$ cat src/hdl/hbcd_pkg.sv
// Shared types and constants for the HTTP chunked body decoder.
package hbcd_pkg;

	localparam logic [7:0] CHAR_CR = 8'h0d;
	localparam logic [7:0] CHAR_LF = 8'h0a;
	localparam int unsigned SIZE_RADIX_BITS = 4;  // hex digit per size-line char

	typedef enum logic [1:0] {
		PH_SIZE = 2'd0,
		PH_DATA = 2'd1,
		PH_CRLF = 2'd2,
		PH_DONE = 2'd3
	} phase_t;

	typedef enum logic [1:0] {
		CFG_CHUNKED_MODE = 2'd0,
		CFG_LENGTH_KNOWN = 2'd1,
		CFG_BODY_LEN     = 2'd2
	} cfg_index_t;

	typedef enum logic {
		OP_BYTE  = 1'b0,
		OP_RESET = 1'b1
	} op_t;

	typedef struct packed {
		logic        payload_valid;
		logic [7:0]  payload_byte;
		logic        segment_last;
		logic        complete;
		logic [31:0] received_count;
		logic [1:0]  chunk_phase;
	} result_t;

	typedef struct packed {
		logic                       ok;
		logic [SIZE_RADIX_BITS-1:0] value;
	} hex_t;

	function automatic hex_t hex_digit(input logic [7:0] c);
		hex_t h;
		h.ok = 1'b1;
		h.value = '0;
		if (c >= 8'h30 && c <= 8'h39) begin
			h.value = 4'(c - 8'h30);
		end else if (c >= 8'h61 && c <= 8'h66) begin
			h.value = 4'(c - 8'h57);
		end else if (c >= 8'h41 && c <= 8'h46) begin
			h.value = 4'(c - 8'h37);
		end else begin
			h.ok = 1'b0;
		end
		return h;
	endfunction

endpackage

$ cat src/hdl/http_body_chunked_decoder_core.sv
// HTTP body decoder: chunked or plain body bytes in, payload bytes and status out.
// Each input transfer is registered in the input stage; its result is then registered in the result buffer.
// Throughput: one byte per cycle while the result buffer has room; in_stall holds the input otherwise.
// A two-entry result buffer absorbs output stalls; in_stall comes from registers only.
// Reset (arst_n low, asynchronous) clears decoder state, configuration registers and all valid flags.
module http_body_chunked_decoder_core
	import hbcd_pkg::*;
(
	input  logic        clk,
	input  logic        arst_n,

	input  logic        cfg_wr_en,
	input  logic [1:0]  cfg_index,
	input  logic [30:0] cfg_data,

	input  logic        in_valid,
	output logic        in_stall,
	input  logic        op,
	input  logic [7:0]  data_byte,
	input  logic        segment_end,

	output logic        out_valid,
	input  logic        out_stall,
	output logic        payload_valid,
	output logic [7:0]  payload_byte,
	output logic        segment_last,
	output logic        complete,
	output logic [31:0] received_count,
	output logic [1:0]  chunk_phase
);

	// configuration
	logic        chunked_mode_q;
	logic        length_known_q;
	logic [30:0] body_len_q;

	always_ff @(posedge clk or negedge arst_n) begin
		if (!arst_n) begin
			chunked_mode_q <= 1'b0;
			length_known_q <= 1'b0;
			body_len_q     <= '0;
		end else if (cfg_wr_en) begin
			unique case (cfg_index_t'(cfg_index))
				CFG_CHUNKED_MODE: chunked_mode_q <= cfg_data[0];
				CFG_LENGTH_KNOWN: length_known_q <= cfg_data[0];
				CFG_BODY_LEN:     body_len_q     <= cfg_data;
				default: ;
			endcase
		end
	end

	// input register
	logic       valid_s1;
	logic       op_s1;
	logic [7:0] byte_s1;
	logic       seg_s1;
	logic       in_xfer;
	logic       adv;
	logic       skid_valid_q;

	assign adv      = valid_s1 && !skid_valid_q;
	assign in_stall = valid_s1 && skid_valid_q;
	assign in_xfer  = in_valid && !in_stall;

	always_ff @(posedge clk or negedge arst_n) begin
		if (!arst_n) begin
			valid_s1 <= 1'b0;
		end else if (in_xfer) begin
			valid_s1 <= 1'b1;
		end else if (adv) begin
			valid_s1 <= 1'b0;
		end
	end

	always_ff @(posedge clk) begin
		if (in_xfer) begin
			op_s1   <= op;
			byte_s1 <= data_byte;
			seg_s1  <= segment_end;
		end
	end

	// decoder state
	phase_t      phase_q;
	logic [31:0] chunk_left_q;
	logic [31:0] byte_count_q;
	logic        finished_q;

	phase_t      phase_d;
	logic [31:0] chunk_left_d;
	logic [31:0] byte_count_d;
	logic        finished_d;
	logic        deliver;
	logic [31:0] count_inc;
	logic [31:0] clen_ext;
	hex_t        hx;
	result_t     res;

	assign clen_ext  = {1'b0, body_len_q};
	assign count_inc = (byte_count_q == '1) ? byte_count_q : byte_count_q + 32'd1;
	assign hx        = hex_digit(byte_s1);

	always_comb begin
		phase_d      = phase_q;
		chunk_left_d = chunk_left_q;
		byte_count_d = byte_count_q;
		finished_d   = finished_q;
		deliver      = 1'b0;
		if (op_t'(op_s1) == OP_RESET) begin
			phase_d      = PH_SIZE;
			chunk_left_d = '0;
			byte_count_d = '0;
			finished_d   = 1'b0;
		end else if (!finished_q) begin
			if (chunked_mode_q) begin
				unique case (phase_q)
					PH_SIZE: begin
						if (byte_s1 == CHAR_LF) begin
							if (chunk_left_q == '0) begin
								phase_d    = PH_DONE;
								finished_d = 1'b1;
							end else begin
								phase_d = PH_DATA;
							end
						end else if (byte_s1 != CHAR_CR && hx.ok) begin
							chunk_left_d = {chunk_left_q[31-SIZE_RADIX_BITS:0], hx.value};
						end
					end
					PH_DATA: begin
						deliver      = 1'b1;
						byte_count_d = count_inc;
						if (chunk_left_q != '0) begin
							chunk_left_d = chunk_left_q - 32'd1;
						end
						// remaining count reaches zero: move on to the trailing CRLF
						if (chunk_left_q <= 32'd1) begin
							phase_d = PH_CRLF;
						end
					end
					PH_CRLF: begin
						if (byte_s1 == CHAR_LF) begin
							phase_d      = PH_SIZE;
							chunk_left_d = '0;
						end
					end
					default: finished_d = 1'b1;
				endcase
			end else begin
				if (length_known_q && byte_count_q >= clen_ext) begin
					finished_d = 1'b1;
				end else begin
					deliver      = 1'b1;
					byte_count_d = count_inc;
					if (length_known_q && count_inc >= clen_ext) begin
						finished_d = 1'b1;
					end
				end
			end
		end
		res.payload_valid  = deliver;
		res.payload_byte   = deliver ? byte_s1 : 8'h00;
		res.segment_last   = seg_s1;
		res.complete       = finished_d;
		res.received_count = byte_count_d;
		res.chunk_phase    = phase_d;
	end

	always_ff @(posedge clk or negedge arst_n) begin
		if (!arst_n) begin
			phase_q      <= PH_SIZE;
			chunk_left_q <= '0;
			byte_count_q <= '0;
			finished_q   <= 1'b0;
		end else if (adv) begin
			phase_q      <= phase_d;
			chunk_left_q <= chunk_left_d;
			byte_count_q <= byte_count_d;
			finished_q   <= finished_d;
		end
	end

	// two-entry result buffer: head drives the ports, skid catches a stalled transfer
	logic    head_valid_q;
	result_t head_q;
	result_t skid_q;
	logic    pop;

	assign pop = head_valid_q && !out_stall;

	always_ff @(posedge clk or negedge arst_n) begin
		if (!arst_n) begin
			head_valid_q <= 1'b0;
			skid_valid_q <= 1'b0;
		end else begin
			if (skid_valid_q) begin
				if (pop) begin
					skid_valid_q <= 1'b0;
				end
			end else if (head_valid_q) begin
				if (!pop && adv) begin
					skid_valid_q <= 1'b1;
				end else if (pop && !adv) begin
					head_valid_q <= 1'b0;
				end
			end else if (adv) begin
				head_valid_q <= 1'b1;
			end
		end
	end

	always_ff @(posedge clk) begin
		if (skid_valid_q) begin
			if (pop) begin
				head_q <= skid_q;
			end
		end else if (head_valid_q) begin
			if (adv && pop) begin
				head_q <= res;
			end else if (adv) begin
				skid_q <= res;
			end
		end else if (adv) begin
			head_q <= res;
		end
	end

	assign out_valid      = head_valid_q;
	assign payload_valid  = head_q.payload_valid;
	assign payload_byte   = head_q.payload_byte;
	assign segment_last   = head_q.segment_last;
	assign complete       = head_q.complete;
	assign received_count = head_q.received_count;
	assign chunk_phase    = head_q.chunk_phase;

endmodule

$ cat config.mk
export PLATFORM = sky130hd
export DESIGN_NAME = http_body_chunked_decoder_core
export DESIGN_NICKNAME = d
export VERILOG_FILES = /design/src/hdl/hbcd_pkg.sv /design/src/hdl/http_body_chunked_decoder_core.sv
export SDC_FILE = /design/constraint.sdc
export NUM_CORES = 1
export LEC_CHECK = 0
export BUFFER_PORTS_ARGS = -buffer_cell sky130_fd_sc_hd__buf_2
export CORE_MARGIN = 2
export CORE_UTILIZATION = 40
export DETAILED_ROUTE_END_ITERATION = 16
export SYNTH_ARGS = -nofsm -noshare
export SYNTH_HDL_FRONTEND = slang
export SYNTH_SLANG_ARGS = --single-unit
export TNS_END_PERCENT = 10
$ cat constraint.sdc
create_clock -name clk -period 11 [get_ports clk]
set_input_delay 2.2 -clock clk [delete_from_list [all_inputs] [get_ports clk]]
set_output_delay 2.2 -clock clk [all_outputs]
set_load 0.02 [all_outputs]
# After elaboration in Yosys (flattened, before gate mapping)

Index checks and enable logic that the tools add are counted.

Register bits: 203
Input port bits: 48

$add $sub $neg: 5
$lt $le $gt $ge: 9
Eq/ne operators: 14
Multiplexer cells: 57
Bitwise gates (word level): 2
Reduce and logical (&&, ||, !) cells: 33

Operator list:

| cell                                                                                | count |
|---|---|
| 32-bit 2-to-1 mux                                                                   | 13 |
| 45-bit 2-to-1 mux                                                                   | 5 |
| 32-bit case mux with 3 select lines                                                 | 1 |
| 32-bit by 31-bit greater-or-equal comparator with 1-bit output                      | 2 |
| 32-bit by 1-bit adder with 32-bit output, second input constant                     | 1 |
| 32-bit equality test, second input constant                                         | 1 |
| 32-bit by 1-bit less-or-equal comparator with 1-bit output, second input constant   | 1 |
| 32-bit zero test                                                                    | 1 |
| 32-bit nonzero test                                                                 | 1 |
| 32-bit by 1-bit subtractor with 32-bit output, second input constant                | 1 |
| 1-bit 2-to-1 mux                                                                    | 25 |
| 8-bit by 7-bit greater-or-equal comparator with 1-bit output, second input constant | 2 |
| 8-bit by 7-bit less-or-equal comparator with 1-bit output, second input constant    | 2 |
| 2-bit 2-to-1 mux                                                                    | 7 |
| 1-bit logical AND                                                                   | 13 |
| 4-bit 2-to-1 mux                                                                    | 3 |
| 3-bit != test, second input constant                                                | 4 |
| 8-bit by 4-bit equality test with 1-bit output, second input constant               | 1 |
| 8-bit by 6-bit greater-or-equal comparator with 1-bit output, second input constant | 1 |
| 8-bit by 6-bit less-or-equal comparator with 1-bit output, second input constant    | 1 |
| 8-bit 2-to-1 mux                                                                    | 1 |
| 8-bit by 4-bit != test with 1-bit output, second input constant                     | 1 |
| 8-bit AND reduction                                                                 | 1 |
| 4-bit by 3-bit subtractor with 4-bit output, second input constant                  | 2 |
| other kinds (18)                                                                    | 29 |

# Longest topological paths before layout

Gate-level depths: netlist (run 1).

Depth in word-level cells: 12
Depth in mapped cells: 17
Depth with buffers taken out: 15

# Worst setup path after synthesis (run 1)

No wires, ideal clock.

Kind: input port to flip-flop
From: input out_stall
To: register head_q (netlist bit chunk_phase[0]), enable pin
Arrival time: 4425 ps
Required time: 10538 ps
Path slack: 6113 ps
Stages: 1
Path through: a21oi_1

Longest elaborated chain between the ends: 5
Elaborated cells between the ends (all ways): 6
Classes of those cells: eq/ne: 2; reduce/logical: 4

RTL lines:

| item                                               | RTL line                              | source |
|---|---|---|
| start, declared                                    | http_body_chunked_decoder_core.sv:23  | `input logic out_stall,` |
| 1-bit zero test *                                  | http_body_chunked_decoder_core.sv:188 | `assign pop = head_valid_q && !out_stall;` |
| 1-bit logical AND *                                | http_body_chunked_decoder_core.sv:188 |  |
| 1-bit logical AND                                  | http_body_chunked_decoder_core.sv:217 | `if (adv && pop) begin` |
| 3-bit by 2-bit != test with 1-bit output (no line) | -                                     |  |
| 3-bit AND reduction (no line) *                    | -                                     |  |
| end signal, assigned                               | http_body_chunked_decoder_core.sv:214 | `head_q <= skid_q;` |
| end signal, assigned                               | http_body_chunked_decoder_core.sv:218 | `head_q <= res;` |
| end signal, assigned                               | http_body_chunked_decoder_core.sv:223 | `head_q <= res;` |
| end, declared                                      | http_body_chunked_decoder_core.sv:184 | `result_t head_q;` |

Mark *: on every way between the ends. The rest lies on a longest branch, timed or not.
A chain may end at the register's enable or synchronous reset.

# Final worst setup path (run 1)

From: register byte_count_q[0]
To: register head_q (netlist bit complete) (data pin)

Longest elaborated chain between the ends: 12
Elaborated cells between the ends (all ways): 16
Classes of those cells: add/sub: 1; order compare: 2; eq/ne: 1; mux: 10; reduce/logical: 2

RTL lines:

| item                                                                             | RTL line                                                                     | source |
|---|---|---|
| start, declared                                                                  | http_body_chunked_decoder_core.sv:86                                         | `logic [31:0] byte_count_q;` |
| start signal, assigned                                                           | http_body_chunked_decoder_core.sv:177                                        | `byte_count_q <= byte_count_d;` |
| 32-bit by 1-bit adder with 32-bit output or 32-bit equality test (tied branches) | http_body_chunked_decoder_core.sv:100                                        | `assign count_inc = (byte_count_q == '1) ? byte_count_q : byte_count_q + 32'd1;` |
| 32-bit 2-to-1 mux                                                                | http_body_chunked_decoder_core.sv:100                                        |  |
| 32-bit by 31-bit greater-or-equal comparator with 1-bit output                   | http_body_chunked_decoder_core.sv:154                                        | `if (length_known_q && count_inc >= clen_ext) begin` |
| 1-bit logical AND                                                                | http_body_chunked_decoder_core.sv:154                                        |  |
| 1-bit 2-to-1 mux                                                                 | http_body_chunked_decoder_core.sv:154                                        |  |
| 1-bit 2-to-1 mux *                                                               | http_body_chunked_decoder_core.sv:149                                        | `if (length_known_q && byte_count_q >= clen_ext) begin` |
| 1-bit 2-to-1 mux *                                                               | http_body_chunked_decoder_core.sv:115                                        | `if (chunked_mode_q) begin` |
| 1-bit 2-to-1 mux *                                                               | http_body_chunked_decoder_core.sv:114                                        | `end else if (!finished_q) begin` |
| 1-bit 2-to-1 mux *                                                               | http_body_chunked_decoder_core.sv:109                                        | `if (op_t'(op_s1) == OP_RESET) begin` |
| 45-bit 2-to-1 mux, on equally long branches                                      | http_body_chunked_decoder_core.sv:222, http_body_chunked_decoder_core.sv:217 |  |
| 45-bit 2-to-1 mux *                                                              | http_body_chunked_decoder_core.sv:216                                        | `end else if (head_valid_q) begin` |
| 45-bit 2-to-1 mux *                                                              | http_body_chunked_decoder_core.sv:212                                        | `if (skid_valid_q) begin` |

Mark *: on every way between the ends. The rest lies on a longest branch, timed or not. The select of a mux whose other input is x is not followed.

==> metrics.cfg, run 1 <==
[timing]
maxSlewViolCount = 0
fin_crit_ns = 4.79
worst_pin_slew_ns = 0.967
fin_hold_ws_ns = 0.464
fmax_ghz = 0.209
rsz0062_at_grt = no
setup-violations-final = 0
final.setup.tns_ns = 0
worst_clock_skew_ns = 0.0101
hold_viol_final = 0
max_slew_margin_pct = 35.5
period_share_pct = 43.6

[clock_network]
htree_levels = 1
post_cts_buffers = 0
cts_made_buffers = 25
cts_tree = done
clock_sinks = 203
insertion_delay_ns = 0.54
ctsHoldBuffers = 0
cts_buffer_depth = 3
clk_pin_slew_ns = 0.06
cts-root-buf = clkbuf_16
cts-resized-gates = 0

[synthesis]
ys_warn_count = 0
synth_nets = 1477
ys_seq_elements = 203
synth_ff_type = dfrtp_1
syn_area_per_cell_um2 = 9.51
synth_edf_count = 100
syn_area_um2 = 12900
ys_seq_area_share_pct = 43.3
synthArstFlopShare_pct = 50.7
synthCells = 1356
synth.distinct_cells = 75

[worst_hold_path]
min_path_type = register to register
hp-start = seg_s1
min_to = skid_q[35]
hold_path_depth = 0

[die]
die-area_um2 = 33700
ioPinCount = 95
core_um2 = 31600
fp.dieH_um = 184
start_util_pct = 40.8
die_w_um = 184
fp-row-count = 65

[worst_setup_path]
critPathArrivalTime_ns = 5.08
cp_max_fo = 12
worstSetupPathType = register to register
critPathLaunch = byte_count_q[0]
r2r_cells = 16
r2r_end = complete
start_kind = register
regToRegSetupSlack_ns = 6.21
crit_required_ns = 11.29
r2r-start = byte_count_q[0]
cp-end-kind = register

[drt]
via_count = 10500
wl_per_cell_um = 19.1
ant_nets = 0
initialDrtViolationCount = 741
routed_wirelength_um = 35000
firstDrtPassIters = 5
drt-vias-per-instance = 5.74
drc = 0

[final_layout]
areaGrowthSynthToFinish_pct = 12.6
layout-drive-gt1-share_pct = 15.4
layout.cells.non_filler = 1834
fin_nets = 1534
regArea_um2 = 5580
n_antenna_cell = 0
n_fill_cell = 2993
multiInputGateArea_um2 = 6730

[pwr]
powerDensity_nw_per_um2 = 198
ir_worst_vdd_uv = 111
leakage_nw = 6.07

[placement]
io_buffers = 94
place.gp.congestion = 0.905
dp_hpwl_um = 24200
dp.cells = 1788

[global_routing]
grt_usage_pct = 20.7
grt_max_degree = 84
antenna_found_initial = 0
grt_pass1_vias = 10200
grt-ovfl-total = 0
grt_first_pass_wirelength_um = 55800

[job]
maxCapViolations = 0

[run_status]
outcome = finished, final reports clean

==> report_power, final <==
group	switching, W	internal, W	total (W)
logic	0.000615	0.000285	0.000900
clock network	0.000347	0.000517	0.000865
registers	0.000103	0.00101	0.00111
==> metrics by stage <==
stage	util [%]	power (W)	cell area [µm²]	setup WS [ns]
final	45.9	0.00288	14500	6.21
after global routing	45.9	0.00303	14500	5.85
after CTS	45.9	0.00291	14500	6.20
after detailed placement	43.2	0.00203	13700	6.23
after global placement	43.2	0.00202	13700	6.31
after floorplan	-	0.00173	12900	6.11
==> worst max-delay path by stage <==
stage / endpoint
3_5_place_dp: complete
2_1_floorplan: chunk_phase[0]
5_1_grt: complete
6_report: complete
4_1_cts: complete
3_3_place_gp: complete
==> final cells by class <==
type	instances	area share (%)
multi-input cells	1006	46.3
flip-flops and latches	203	38.4
clock buffers	30	4.71
repair buffers	109	4.03
well taps	402	3.46
inverters	68	1.76
clock inverters	16	1.27
==> state kept, by name, indices dropped and copies added, names as in the netlist <==
name and flops:
chunked_mode_q 1, body_len_q 31, finished_q 1, payload_valid 1, payload_byte 8, seg_s1 1, phase_q 2, complete 1
out_valid 1, skid_q 45, byte_count_q 32, segment_last 1, chunk_phase 2, length_known_q 1, valid_s1 1, op_s1 1
received_count 32, skid_valid_q 1, chunk_left_q 32, byte_s1 8
==> synth_stat cells (all sizes together), types with 10 or more instances <==
library cell	n	share of area, %
nor2	92	2.7
or4	22	1.3
or2	21	1.0
buf	34	1.4
edfxtp	100	23
nand2	156	4.5
o311ai	15	1.0
clkbuf	45	1.3
mux2i	15	1.2
nand4b	10	0.68
nor3	31	1.2
a21o	10	0.58
and2	21	1.0
nor2b	25	1.2
dfrtp	103	20
o31ai	24	1.4
a22o	15	1.0
ha	73	7.1
nand2b	24	1.2
a22oi	35	2.0
and4	10	0.68
xnor2	36	2.4
inv	67	2.0
mux2	36	3.1
nor4	22	1.2
o21ai	57	2.2
nand4	33	1.6
nand3	65	2.6
a21oi	47	1.9
and3	10	0.49
==> worst max-delay path, cell delays in order (launching register included) <==
cell and delay, ns:
dfrtp_1 0.45, ha_1 0.28, and2_1 0.18, and4_1 0.21
nand4_1 0.31, buf_4 0.27, nand3_1 0.24, nor3_1 0.51
xnor2_1 0.19, ha_1 0.27, a21oi_1 0.13, o21ai_0 0.15
a221oi_1 0.38, o21ai_0 0.16, nor4b_2 0.33, o21ai_0 0.16
a221o_1 0.32
==> cells by family (layout without fill, tap and decap cells) <==
family | count (synthesis) | after routing | share of synthesized area [%]
adders and majority gates | 73 | 73 | 7.08
DFF | 203 | 203 | 43.3
AOI/OAI and AO/OA | 274 | 274 | 15.0
and+or+nand+nor | 565 | 565 | 22.7
muxes | 51 | 51 | 4.31
buffers and inverters | 147 | 223 | 4.73
xor gates and xnor gates | 43 | 43 | 2.92
==> routing by layer <==
layer	share of wire, %	GRT usage, %
met1	48	29.7
met4	1.6	4.32
met3	4.8	2.87
met2	46	33.3
met5	0	0
==> cells in the final DEF, fill, tap and decap left out, types with 8 or more instances in the layout <==
| cell | count |
|---|---|
| nand2_1 | 156 |
| dfrtp_1 | 102 |
| edfxtp_1 | 100 |
| buf_2 | 93 |
| nor2_1 | 92 |
| ha_1 | 73 |
| inv_1 | 67 |
| nand3_1 | 64 |
| a21oi_1 | 45 |
| xnor2_1 | 36 |
| mux2_2 | 36 |
| o21ai_0 | 35 |
| a22oi_1 | 35 |
| nand4_1 | 32 |
| nor3_1 | 31 |
| clkbuf_16 | 25 |
| nor2b_1 | 24 |
| o31ai_1 | 24 |
| nand2b_1 | 24 |
| or4_1 | 22 |
| and2_1 | 21 |
| nor4_1 | 21 |
| o21ai_1 | 21 |
| or2_2 | 20 |
| buf_4 | 16 |
| mux2i_1 | 15 |
| a22o_1 | 15 |
| o311ai_0 | 14 |
| and4_1 | 10 |
| nand4b_1 | 10 |
| and3_1 | 9 |
| or3_1 | 9 |
| a21o_1 | 9 |
| a31oi_1 | 8 |
| a211o_1 | 8 |
(Power assumes the default switching activity.)
==> inputs of run 2 (changes only) <==
==> constraint.sdc (replaced) <==
create_clock -name clk -period 4.2 [get_ports clk]
set_input_delay 0.84 -clock clk [delete_from_list [all_inputs] [get_ports clk]]
set_output_delay 0.84 -clock clk [all_outputs]
set_load 0.02 [all_outputs]
==> metrics.cfg, run 2 (synthesized netlist as in run 1, its figures left out) <==
[run_status]
outcome = finished, final reports clean

[final_layout]
fin_nets = 1588
top_register = skid_q
areaGrowthSynthToFinish_pct = 16.2
n_fill_cell = 3056
largest_reg_flops = 45
stdcell_area_um2 = 15000
mostFrequentLayoutCell = nand2_1
final_cell_mix = 156 x nand2_1, 102 x dfrtp_1, 100 x edfxtp_1, 93 x buf_2, 91 x nor2_1
layout.cells.non_filler = 1887
layout-drive-gt1-share_pct = 18.7
n_antenna_cell = 0
fin_util_pct = 47.3

[timing]
maxSlewViolCount = 0
fmax_ghz = 0.254
setup-violations-final = 0
hold_viol_final = 0
max_slew_margin_pct = 31.9
worst_pin_slew_ns = 1.02
worst_clock_skew_ns = 0.0167
setup_slack_ns = 0.259
fin_crit_ns = 3.94
period_share_pct = 93.8

[worst_setup_path]
start_kind = register
cp-end-kind = register
cpMaxStageDelayCell = dfrtp_1
critPathArrivalTime_ns = 4.21
crit_required_ns = 4.47
slowest_delay_ns = 0.44
cp_cell_sequence = inv_1 > nor4_2 > buf_4 > nand4_1 > buf_4 > buf_4 > nand4_1 > xnor2_1 > ha_1 > a21o_1 > a21o_1 > a21oi_1 > o21ai_0 > o21ai_0 > buf_4 > nor3_1 > a221o_1
path_common_cell = buf_4
cp_max_fo = 14
worstSetupPathType = register to register

[job]
maxCapViolations = 0

[die]
start_util_pct = 40.8
fp.dieH_um = 184
die_w_um = 184
ioPinCount = 95
core_um2 = 31600
fp-row-count = 65
die-area_um2 = 33700

[clock_network]
cts-root-buf = clkbuf_16
cts_buffer_depth = 3
cts_tree = done
htree_levels = 1
ctsHoldBuffers = 0
clock_sinks = 203
insertion_delay_ns = 0.53
clk_pin_slew_ns = 0.07
cts_made_buffers = 25

[placement]
dp_hpwl_um = 25300
place.gp.congestion = 0.882
dp.cells = 1841
io_buffers = 94
placed_area_um2 = 14100
place_ws_ns = 0.177

[drt]
ant_nets = 0
wl_per_cell_um = 19.0
initialDrtViolationCount = 867
via_count = 10800
drt-vias-per-instance = 5.75
firstDrtPassIters = 5
drc = 0
routed_wirelength_um = 35800

[global_routing]
grt_first_pass_wirelength_um = 57500
grt_pass1_vias = 10400
antenna_found_initial = 1
grt_max_degree = 104
grt_usage_pct = 21.3
grt-ovfl-total = 0

[pwr]
ir_worst_vdd_uv = 320
leakage_nw = 6.36
total_power_w = 0.00755
powerDensity_nw_per_um2 = 504

[worst_hold_path]
min_path_type = input port to asynchronous set/reset pin

==> run 2: cell type report <==
cell class	count	area (µm²)	area share (%)
clock buffer	31	648	4.33
clock inverter	14	169	1.13
inverter	68	255	1.70
multi-input combinational	1006	6780	45.3
sequential	203	5580	37.3
tap	402	503	3.36
timing repair buffer	163	1040	6.95
==> run 2: final timing paths <==
path	from	end	slack [ns]	depth (start not counted)
min in group clk	seg_s1	skid_q[35]	0.46	0
hold reg to reg	seg_s1	skid_q[35]	0.46	0
setup reg to reg	byte_count_q[17]	complete	0.26	17
setup / recovery	byte_count_q[17]	complete	0.26	17
hold / removal	arst_n	body_len_q[12]	0.37	1
max in group asynchronous	arst_n	chunk_left_q[19]	3.01	2
==> run 2: routing by layer <==
| layer | track usage [%] | wire length (µm) |
|---|---|---|
| met1 | 30.3 | 16900 |
| met2 | 34.9 | 16500 |
| met3 | 2.26 | 1620 |
| met4 | 4.80 | 753 |
| met5 | 0 | 0 |
==> run 2: stage by stage <==
step	TNS [ns]	hold slack (ns)
after global placement	0	0.438
after global routing	-0.0184	0.415
final	0	0.373
after detailed placement	0	0.446
after floorplan	0	0.422
after CTS	0	0.388
==> run 2: worst max-delay path, delay by kind of cell, from the launching register on <==
kind	cells	cell delay (ns)
AO/OA/AOI/OAI	6	1.02
buffers and inverters	5	0.91
adder cells (fa/ha/maj)	1	0.27
XOR/XNOR	1	0.16
AND/OR/NAND/NOR	4	0.85
flip-flops	1	0.44
==> run 2: repair_timing <==
item | CTS | global route
resized for setup | 0 | 9
setup endpoints to repair | 0 | 2
endpoints found under the hold margin | 0 | 0
setup buffers | 0 | 1
==> run 2: where the power goes <==
| group | switching, W | leakage (nW) | total [W] | internal, W |
|---|---|---|---|---|
| combinational | 0.00164 | 3.65 | 0.00246 | 0.000817 |
| sequential | 0.000261 | 2.31 | 0.00290 | 0.00264 |
| clock | 0.000856 | 0.400 | 0.00219 | 0.00133 |
